## config.mk

```make
export PLATFORM = sky130hd
export DESIGN_NAME = near_sqrt_trial_division_top
export DESIGN_NICKNAME = d
export VERILOG_FILES = /design/src/hdl/nstd_pkg.sv /design/src/hdl/nstd_isqrt.sv /design/src/hdl/nstd_mod.sv /design/src/hdl/near_sqrt_trial_division_top.sv
export VERILOG_INCLUDE_DIRS = /design/src /design/src/hdl
export SDC_FILE = /design/constraint.sdc
export NUM_CORES = 1
export LEC_CHECK = 0
export ABC_AREA = 1
export ABC_CLOCK_PERIOD_IN_PS = 3260
export BUFFER_PORTS_ARGS = -buffer_cell sky130_fd_sc_hd__buf_2
export CAP_MARGIN = 20
export CORE_MARGIN = 10
export CORE_UTILIZATION = 45
export CTS_CLUSTER_DIAMETER = 100
export DETAILED_ROUTE_END_ITERATION = 12
export SYNTH_ARGS = -nofsm -noshare
export SYNTH_HDL_FRONTEND = slang
export SYNTH_SLANG_ARGS = --single-unit
```

## constraint.sdc

```tcl
create_clock -name clock -period 3.26 [get_ports clock]
set_input_delay 0.652 -clock clock [delete_from_list [all_inputs] [get_ports clock]]
set_output_delay 0.652 -clock clock [all_outputs]
set_load 0.02 [all_outputs]
```

## src/hdl/assert_macros.svh

```systemverilog
// Assertion macros for the trial division block; empty bodies under SYNTH.
`ifndef ASSERT_MACROS_SVH
`define ASSERT_MACROS_SVH
`ifndef SYNTH
`define NSTD_ASSERT(lbl, clk, rst, prop, msg) \
   lbl: assert property (@(posedge clk) disable iff (rst) prop) else $error(msg);
`define NSTD_ASSERT_NEVER(lbl, clk, rst, expr, msg) \
   lbl: assert property (@(posedge clk) disable iff (rst) !(expr)) else $error(msg);
`else
`define NSTD_ASSERT(lbl, clk, rst, prop, msg)
`define NSTD_ASSERT_NEVER(lbl, clk, rst, expr, msg)
`endif
`endif

```

## src/hdl/nstd_pkg.sv

```systemverilog
// Shared widths, types and constants of the near-sqrt trial division block.
package nstd_pkg;

   localparam int ValueWidth  = 64;
   localparam int RootWidth   = ValueWidth / 2;
   localparam int OffsetWidth = 24;
   localparam int DistWidth   = OffsetWidth + 1;
   localparam int DivWidth    = RootWidth + 1;
   localparam int CountWidth  = 25;
   localparam int AddrWidth   = 3;
   localparam int DataWidth   = 32;

   localparam logic [OffsetWidth-1:0] OffsetReset = OffsetWidth'(10000000);

   typedef enum logic [2:0] {
      ST_IDLE,
      ST_ROOT,
      ST_CHECK,
      ST_LOW,
      ST_UP,
      ST_DONE
   } seq_state_type;

   typedef struct packed {
      logic done;
      logic zero;
   } mod_stat_type;

endpackage

```

## src/hdl/nstd_isqrt.sv

```systemverilog
// Digit-serial integer square root: two bits of the operand per cycle.
module nstd_isqrt (
   input  logic                            clock,
   input  logic                            reset,
   input  logic                            start,
   input  logic [nstd_pkg::ValueWidth-1:0] value,
   output logic                            done,
   output logic [nstd_pkg::RootWidth-1:0]  root
);
   import nstd_pkg::*;

   localparam int StepCount = ValueWidth / 2;
   localparam int CntWidth  = $clog2(StepCount + 1);
   localparam int RemWidth  = RootWidth + 2;
   localparam int TryWidth  = RemWidth + 2;

   logic [ValueWidth-1:0] val_ff, val_in;
   logic [RemWidth-1:0]   rem_ff, rem_in;
   logic [RootWidth-1:0]  root_ff, root_in;
   logic [CntWidth-1:0]   cnt_ff, cnt_in;
   logic                  run_ff, run_in;
   logic                  done_ff, done_in;
   logic [TryWidth-1:0]   rem_shift;
   logic [TryWidth-1:0]   trial;
   logic                  fits;

   always_comb begin
      rem_shift = {rem_ff, val_ff[ValueWidth-1 -: 2]};
      trial     = {2'b00, root_ff, 2'b01};
      fits      = rem_shift >= trial;
      val_in    = val_ff;
      rem_in    = rem_ff;
      root_in   = root_ff;
      cnt_in    = cnt_ff;
      run_in    = run_ff;
      done_in   = 1'b0;
      if (start) begin
         val_in  = value;
         rem_in  = '0;
         root_in = '0;
         cnt_in  = CntWidth'(StepCount);
         run_in  = 1'b1;
      end else if (run_ff) begin
         val_in  = {val_ff[ValueWidth-3:0], 2'b00};
         rem_in  = fits ? RemWidth'(rem_shift - trial) : RemWidth'(rem_shift);
         root_in = {root_ff[RootWidth-2:0], fits};
         cnt_in  = cnt_ff - 1'b1;
         if (cnt_ff == CntWidth'(1)) begin
            run_in  = 1'b0;
            done_in = 1'b1;
         end
      end
   end

   always_ff @(posedge clock) begin
      if (reset) begin
         run_ff  <= 1'b0;
         done_ff <= 1'b0;
      end else begin
         run_ff  <= run_in;
         done_ff <= done_in;
      end
      val_ff  <= val_in;
      rem_ff  <= rem_in;
      root_ff <= root_in;
      cnt_ff  <= cnt_in;
   end

   assign done = done_ff;
   assign root = root_ff;

endmodule

```

## src/hdl/nstd_mod.sv

```systemverilog
// Bit-serial restoring remainder of the operand by one candidate divisor.
module nstd_mod (
   input  logic                            clock,
   input  logic                            reset,
   input  logic                            start,
   input  logic [nstd_pkg::ValueWidth-1:0] dividend,
   input  logic [nstd_pkg::DivWidth-1:0]   divisor,
   output nstd_pkg::mod_stat_type          stat
);
   import nstd_pkg::*;

   localparam int CntWidth = $clog2(ValueWidth + 1);

   logic [ValueWidth-1:0] num_ff, num_in;
   logic [DivWidth-1:0]   div_ff, div_in;
   logic [DivWidth-1:0]   rem_ff, rem_in;
   logic [CntWidth-1:0]   cnt_ff, cnt_in;
   logic                  run_ff, run_in;
   logic                  done_ff, done_in;
   logic [DivWidth:0]     rem_shift;
   logic                  fits;

   always_comb begin
      rem_shift = {rem_ff, num_ff[ValueWidth-1]};
      fits      = rem_shift >= {1'b0, div_ff};
      num_in    = num_ff;
      div_in    = div_ff;
      rem_in    = rem_ff;
      cnt_in    = cnt_ff;
      run_in    = run_ff;
      done_in   = 1'b0;
      if (start) begin
         num_in = dividend;
         div_in = divisor;
         rem_in = '0;
         cnt_in = CntWidth'(ValueWidth);
         run_in = 1'b1;
      end else if (run_ff) begin
         num_in = {num_ff[ValueWidth-2:0], 1'b0};
         // remainder stays below the divisor, so the difference fits
         rem_in = fits ? DivWidth'(rem_shift - {1'b0, div_ff}) : DivWidth'(rem_shift);
         cnt_in = cnt_ff - 1'b1;
         if (cnt_ff == CntWidth'(1)) begin
            run_in  = 1'b0;
            done_in = 1'b1;
         end
      end
   end

   always_ff @(posedge clock) begin
      if (reset) begin
         run_ff  <= 1'b0;
         done_ff <= 1'b0;
      end else begin
         run_ff  <= run_in;
         done_ff <= done_in;
      end
      num_ff <= num_in;
      div_ff <= div_in;
      rem_ff <= rem_in;
      cnt_ff <= cnt_in;
   end

   assign stat.done = done_ff;
   assign stat.zero = (rem_ff == '0);

endmodule

```

## src/hdl/near_sqrt_trial_division_top.sv

```systemverilog
// Sequence: the root first, then per offset the lower candidate (skipped when it is below
// two) and the upper one, until a divisor is found or the offset passes max_offset; the
// result is then reported; 1 result per beat.
// Throughput: one item at a time; the next beat is accepted the cycle after the result.
// busy stays high from accept through the rsp_valid cycle; the receiver cannot stall.
// Synchronous active-high reset returns to idle and sets max_offset to 10000000.
`include "assert_macros.svh"
module near_sqrt_trial_division_top (
   input  logic                              clock,
   input  logic                              reset,
   input  logic                              start,
   output logic                              busy,
   input  logic [nstd_pkg::ValueWidth-1:0]   req_n_value,
   output logic                              rsp_valid,
   output logic [nstd_pkg::ValueWidth-1:0]   rsp_factor,
   output logic                              rsp_found,
   output logic [nstd_pkg::CountWidth-1:0]   rsp_iteration_count,
   input  logic                              psel,
   input  logic                              penable,
   input  logic                              pwrite,
   input  logic [nstd_pkg::AddrWidth-1:0]    paddr,
   input  logic [nstd_pkg::DataWidth-1:0]    pwdata,
   output logic [nstd_pkg::DataWidth-1:0]    prdata,
   output logic                              pready
);
   import nstd_pkg::*;

   seq_state_type state_ff, state_in;

   logic [OffsetWidth-1:0] max_offset_ff, max_offset_in;
   logic [ValueWidth-1:0]  n_ff, n_in;
   logic [RootWidth-1:0]   base_ff, base_in;
   logic [DistWidth-1:0]   d_ff, d_in;
   logic [CountWidth-1:0]  count_ff, count_in;
   logic [ValueWidth-1:0]  factor_ff, factor_in;
   logic                   found_ff, found_in;

   logic                   reg_sel;
   logic                   sqrt_start;
   logic                   sqrt_done;
   logic [RootWidth-1:0]   sqrt_root;
   logic                   mod_start;
   logic [DivWidth-1:0]    mod_divisor;
   mod_stat_type           mod_stat;
   logic [RootWidth-1:0]   low_cand;
   logic [DivWidth-1:0]    up_cand;
   logic                   low_ok;
   logic                   d_over;

   // root starts on the accept edge, so it takes the operand straight from the port
   nstd_isqrt u_isqrt (
      .clock (clock),
      .reset (reset),
      .start (sqrt_start),
      .value (req_n_value),
      .done  (sqrt_done),
      .root  (sqrt_root)
   );

   nstd_mod u_mod (
      .clock    (clock),
      .reset    (reset),
      .start    (mod_start),
      .dividend (n_ff),
      .divisor  (mod_divisor),
      .stat     (mod_stat)
   );

   // candidates around the root
   always_comb begin
      low_cand = RootWidth'(base_ff - RootWidth'(d_ff));
      up_cand  = {1'b0, base_ff} + DivWidth'(d_ff);
      low_ok   = {1'b0, base_ff} >= (DivWidth'(d_ff) + DivWidth'(2));
      d_over   = d_ff > {1'b0, max_offset_ff};
   end

   // next state
   always_comb begin
      state_in = state_ff;
      unique case (state_ff)
         ST_IDLE:  if (start) state_in = ST_ROOT;
         ST_ROOT:  if (sqrt_done) state_in = ST_CHECK;
         ST_CHECK: begin
            priority if (d_over) state_in = ST_DONE;
            else if (low_ok)     state_in = ST_LOW;
            else                 state_in = ST_UP;
         end
         ST_LOW: begin
            if (mod_stat.done) state_in = mod_stat.zero ? ST_DONE : ST_UP;
         end
         ST_UP: begin
            if (mod_stat.done) state_in = mod_stat.zero ? ST_DONE : ST_CHECK;
         end
         ST_DONE:  state_in = ST_IDLE;
         default:  state_in = ST_IDLE;
      endcase
   end

   // sequencer outputs
   always_comb begin
      busy        = 1'b1;
      sqrt_start  = 1'b0;
      mod_start   = 1'b0;
      mod_divisor = up_cand;
      rsp_valid   = 1'b0;
      unique case (state_ff)
         ST_IDLE: begin
            busy       = 1'b0;
            sqrt_start = start;
         end
         ST_ROOT: ;
         ST_CHECK: begin
            mod_start = !d_over;
            if (low_ok) mod_divisor = {1'b0, low_cand};
         end
         ST_LOW: mod_start = mod_stat.done && !mod_stat.zero;
         ST_UP:  ;
         ST_DONE: rsp_valid = 1'b1;
         default: ;
      endcase
   end

   // datapath
   always_comb begin
      n_in      = n_ff;
      base_in   = base_ff;
      d_in      = d_ff;
      count_in  = count_ff;
      factor_in = factor_ff;
      found_in  = found_ff;
      if (state_ff == ST_IDLE && start) n_in = req_n_value;
      if (state_ff == ST_ROOT && sqrt_done) begin
         base_in   = sqrt_root;
         d_in      = DistWidth'(1);
         count_in  = '0;
         factor_in = '0;
         found_in  = 1'b0;
      end
      if (state_ff == ST_LOW && mod_stat.done && mod_stat.zero) begin
         factor_in = ValueWidth'(low_cand);
         found_in  = 1'b1;
      end
      if (state_ff == ST_UP && mod_stat.done) begin
         if (mod_stat.zero) begin
            factor_in = ValueWidth'(up_cand);
            found_in  = 1'b1;
         end else begin
            count_in = count_ff + CountWidth'(2);
            d_in     = d_ff + 1'b1;
         end
      end
   end

   // register port
   assign reg_sel       = (paddr[AddrWidth-1:2] == '0);
   assign max_offset_in = (psel && penable && pwrite && reg_sel) ?
                          pwdata[OffsetWidth-1:0] : max_offset_ff;
   assign prdata        = reg_sel ? DataWidth'(max_offset_ff) : '0;
   assign pready        = 1'b1;

   always_ff @(posedge clock) begin
      if (reset) begin
         state_ff      <= ST_IDLE;
         max_offset_ff <= OffsetReset;
      end else begin
         state_ff      <= state_in;
         max_offset_ff <= max_offset_in;
      end
      n_ff      <= n_in;
      base_ff   <= base_in;
      d_ff      <= d_in;
      count_ff  <= count_in;
      factor_ff <= factor_in;
      found_ff  <= found_in;
   end

   assign rsp_factor          = factor_ff;
   assign rsp_found           = found_ff;
   assign rsp_iteration_count = count_ff;

   `NSTD_ASSERT(a_rsp_while_busy, clock, reset, rsp_valid |-> busy, "result beat outside busy")
   `NSTD_ASSERT(a_accept_busy, clock, reset, (start && !busy) |=> busy, "accept did not set busy")
   `NSTD_ASSERT(a_found_nonzero, clock, reset, (rsp_valid && rsp_found) |-> (rsp_factor != '0), "found with zero factor")
   `NSTD_ASSERT_NEVER(a_miss_zero, clock, reset, rsp_valid && !rsp_found && (rsp_factor != '0), "miss with nonzero factor")
   `NSTD_ASSERT_NEVER(a_two_units, clock, reset, sqrt_start && mod_start, "root and remainder started together")

endmodule
```

==> key figures <==
Global routing
  – Initial antenna violation count: 6
  – Global Route met2 Usage: 36.39%
  – GRT Max-Usage Layer: met2
  – Met3 usage in global routing: 4.426%
  – Wire length of the first global-routing pass: 148300 um
  – Vias in the first global route: 26450
  – Pin count of the biggest net entering global routing: 73
  – Global Route Usage Sum: 22.87%
  – Remaining global-route overflow: 0
  – GR Util met1: 31.09%

Floorplan
  – Starting density of the core: 45.39%
  – I/O pins: 230
  – Full die area: 80100 sq um
  – Die W: 283.0 um
  – Die height: 283.0 um
  – Site Rows: 96
  – Area inside the core boundary: 68590 sq um

Pwr
  – Part of the total power dissipated in sequential elements: 39.4%
  – Final Total Pwr: 0.02096 W
  – Clock group share of total power: 32.2%
  – Fraction of power spent switching nets: 33.70%
  – Peak supply drop: 0.6269 mV
  – Power density of the placed cells: 579.7 nW/um^2
  – Share of power burned in combinational logic: 28.5%
  – Internal power: 0.01389 W
  – Net switching power figure: 0.007062 W
  – Static Leak: 17.78 nW

Final layout
  – Area growth from synthesis to final layout: 16.11%
  – Layout net count: 4827
  – Final core utilization: 52.70%
  – Fill count: 6823
  – Final cell area excluding filler cells: 36150 sq um
  – Share of layout cells above drive strength 1: 12.51%

STA
  – Final number of max-transition violations: 0
  – Final total negative setup slack: 0 ps
  – Setup-failing EPs final: 0
  – Maximum frequency from static timing analysis: 0.3188 GHz
  – Worst-margin pin slew: 880.6 ps
  – Clock skew after layout: 28.15 ps
  – Worst rel slew slack: 41.23%
  – Fin worst setup slack: 123.0 ps
  – Final critical-path share of the clock period: 96.23%
  – Number of failing hold endpoints at the final stage: 0
  – Final period demand of the worst path: 3137 ps

Synthesis
  – Gate Count Post-Synth: 4250
  – Share of synthesized flip-flops with an asynchronous set or reset: 0%
  – Adder and majority cell fraction of the synthesized area: 7.170%
  – Simple logic cell fraction of the synthesized area: 30.17%
  – Synthesized flop and latch total: 515
  – Synthesized-area fraction occupied by xor and xnor cells: 2.785%
  – EDFF count, synth: 258
  – Prevailing post-synth register cell: edfxtp_1
  – Fraction of synthesized area in multiplexers: 0.2572%
  – Number of unique standard cell types used by synthesis: 64
  – Combinational family with the most area after synthesis: simple AND/OR/NAND/NOR gates
  – Cell area after technology mapping: 31130 sq um
  – Count of synthesis-stage warnings from yosys: 0
  – Area fraction in compound gates after synthesis: 8.576%
  – Average cell area after synthesis: 7.325 sq um
  – Fraction of the yosys area taken by sequential cells: 41.41%

Setup path
  – Classification of the worst setup path: flop to flop
  – Critical path endpoint: u_mod.div_ff[27]$_DFFE_PP_
  – Cell type of the slowest stage on the worst timing path: dfxtp_1
  – Worst R2R Start: d_ff[14]$_DFF_P_
  – Endpoint class of the critical path: flop
  – Type of origin of the critical path: flop
  – Maximum fanout along the worst path: 7
  – Timing startpoint of the critical path: d_ff[14]$_DFF_P_
  – Maximum cell stage delay along the critical path: 420 ps
  – CP required: 3630 ps
  – Library cell appearing most often on the critical path: nand2_1
  – RR Endpoint: u_mod.div_ff[27]$_DFFE_PP_
  – Worst EP arrival: 3510 ps
  – Worst-case reg-to-reg path depth: 18
  – Reg-to-reg slack, setup: 120 ps
  – Critical path, cell by cell: nand2_1 -> nor2_2 -> inv_1 -> nor2_4 -> inv_2 -> nor4_4 -> nand4_1 -> ha_1 -> nand3_1 -> nor2_4 -> and3_4 -> nand2_2 -> nand2_4 -> nand2_8 -> buf_12 -> clkbuf_16 -> nand2_1 -> nand2_1

Route
  – Antenna-violating nets left: 0
  – Number of iterations in the first detailed-routing pass: 6
  – Via count: 27900
  – Routed via count divided by cell count: 5.047
  – WL final: 94530 um
  – DR iter-0 viols: 2254
  – Post-DR wirelength/cell: 17.10 um
  – Post-detailed-route DRC marker count: 0

Place
  – Final Wtd Congestion: 1.004
  – Pre-CTS setup slack: -279.7 ps
  – DP Wirelength: 74110 um
  – Port Buf Inserts: 210
  – Instance area after placement: 33790 sq um

Clocking
  – Total clock sinks: 515
  – Post-CTS clock slew at the launch and capture registers of the worst setup and hold paths: 60 ps
  – Clock tree from TritonCTS: built
  – Depth of the CTS H-tree: 2
  – Max Root-Sink Buffers: 3
  – Root buffer cell: clkbuf_16
  – Clock Latency Late Sink: 640 ps
  – TritonCTS Buffers: 57
  – Quantity of hold-fixing buffers added after cts: 0

Run
  – Max-capacitance violation count: 0

Min path
  – Min-Delay Path Class: input port to flop

Run status
  – Result of the run: complete, no violations
-- synth_stat cells, types with 3 or more instances --
library cell  count  area [sq um]
mux2i_1           8         80.08
a21boi_1          3         22.52
xor2_1           69         604.3
nand2_1        1444          5420
a22oi_1          36         270.3
and2_1            4         25.02
o211ai_1         27         202.7
dfxtp_1         257          5145
o21bai_1         10         75.07
nor2_2           17         106.4
inv_2            10         37.54
a31oi_1           4         25.02
and3_1           11         68.82
nor3_1           59         295.3
edfxtp_1        258          7747
o21ai_0         139         695.7
nand3_1         295          1476
buf_6            17         191.4
a21oi_1         195         975.9
o21ai_1          12         60.06
nand3_2           3         30.03
fa_1              4         80.08
buf_4            19         142.6
buf_2            32         160.2
nand2_4           3         33.78
buf_1             5         18.77
nor4_1           10         62.56
inv_1           582          2185
nand3b_1          8         60.06
clkbuf_1         50         187.7
nor2_4            4         45.04
o21a_1           12         90.09
o211ai_2          8         100.1
nand2_2          14         87.58
a21o_1            8         60.06
nand4_1          36         225.2
xnor2_1          30         262.8
ha_1            172          2152
nor3_2            3         30.03
nor2_1          329          1235
or2_1            13         81.33
-- how the worst min path moves through the flow --
stage	startpoint	to	cells past startpoint
final	req_n_value[58]	n_ff[58]$_DFFE_PP_	1
after global routing	req_n_value[21]	n_ff[21]$_DFFE_PP_	1
after CTS	req_n_value[58]	n_ff[58]$_DFFE_PP_	1
after detailed placement	rsp_factor[45]$_DFF_P_	rsp_factor[45]$_DFF_P_	2
after global placement	u_isqrt.cnt_ff[1]$_SDFFE_PP0P_	u_isqrt.cnt_ff[1]$_SDFFE_PP0P_	2
after floorplan	u_isqrt.cnt_ff[1]$_SDFFE_PP0P_	u_isqrt.cnt_ff[1]$_SDFFE_PP0P_	2
-- state kept, by name, summed over array words and instances, names as in the netlist, 3 cells and up --
name / cells
u_mod.cnt_ff: 7
d_ff: 25
u_isqrt.val_ff: 64
u_mod.div_ff: 33
rsp_iteration_count: 25
rsp_factor: 64
n_ff: 64
u_isqrt.cnt_ff: 6
u_isqrt.root: 32
max_offset_ff: 24
u_mod.num_ff: 64
u_isqrt.rem_ff: 34
base_ff: 32
state_ff: 3
u_mod.rem_ff: 33
-- logic make-up after synthesis --
group           Yosys count
mux                       8
fa+ha+maj               176
xor+xnor                 99
other cells               2
simple gates           2263
compound gates          464
flops                   515
buf+inv                 723
-- per-layer routing --
layer  part of all wire (%)  wire [um]
met5                  0.038         36
met4                    2.6       2503
met3                    6.9       6488
met2                     45      42120
met1                     46      43390
-- critical path: cells and delay by family, from the launching register on --
| family | cells | cell delay (ps) |
|---|---|---|
| buf+inv | 4 | 440 |
| simple gates | 13 | 1670 |
| fa+ha+maj | 1 | 330 |
| flops | 1 | 420 |
-- power by group through the flow --
stage / combinational (W) / sequential [W] / clock [W]
after global routing: 0.00680 / 0.00834 / 0.00716
after CTS: 0.00592 / 0.00825 / 0.00692
after global placement: 0.00583 / 0.00837 / 0
after floorplan: 0.00421 / 0.00832 / 0
after detailed placement: 0.00585 / 0.00837 / 0
final: 0.00597 / 0.00825 / 0.00674
-- final cells by class --
type	instances	area [sq um]	area share (%)
clock buffer	70	1516	4.195
inverter	596	2257	6.244
clock inverter	38	483.0	1.336
sequential	515	12910	35.70
multi-input combinational	3019	15490	42.85
tap	931	1165	3.223
timing repair buffer	357	2328	6.442
antenna	1	2.502	0.006923
-- placed cells by master (no fill, tap or decap), types with 12 or more instances in the layout --
cell	synthesis	routed
ha_1	172	171
nand3_1	295	291
o211ai_1	27	27
buf_2	32	210
a22oi_1	36	36
o21ai_0	139	135
nor3_1	59	52
xor2_1	69	69
nand2_1	1444	1433
nor2_1	329	319
a21oi_1	195	193
o21a_1	12	12
nand2_2	14	20
buf_4	19	132
nor2_2	17	24
edfxtp_1	258	258
inv_2	10	13
dfxtp_1	257	248
xnor2_1	30	30
or2_1	13	13
o21ai_1	12	16
nand4_1	36	36
clkbuf_16	0	59
inv_1	582	576
-- per-stage QoR --
step | instances | hold WS (ps)
after global routing | 5527 | 172.8
after detailed placement | 5408 | 442.7
after global placement | 5408 | 433.1
after CTS | 5521 | 160.3
final | 5527 | 197.7
after floorplan | 4257 | 421.1
-- repair_timing --
item | in CTS | in global routing
pin swaps | 10 | 20
cloned | 1 | 1
buffers inserted | 4 | 4
endpoints found under the setup margin | 33 | 35
gates resized for setup | 18 | 54
Note: power is estimated with default switching activity, not from simulation.
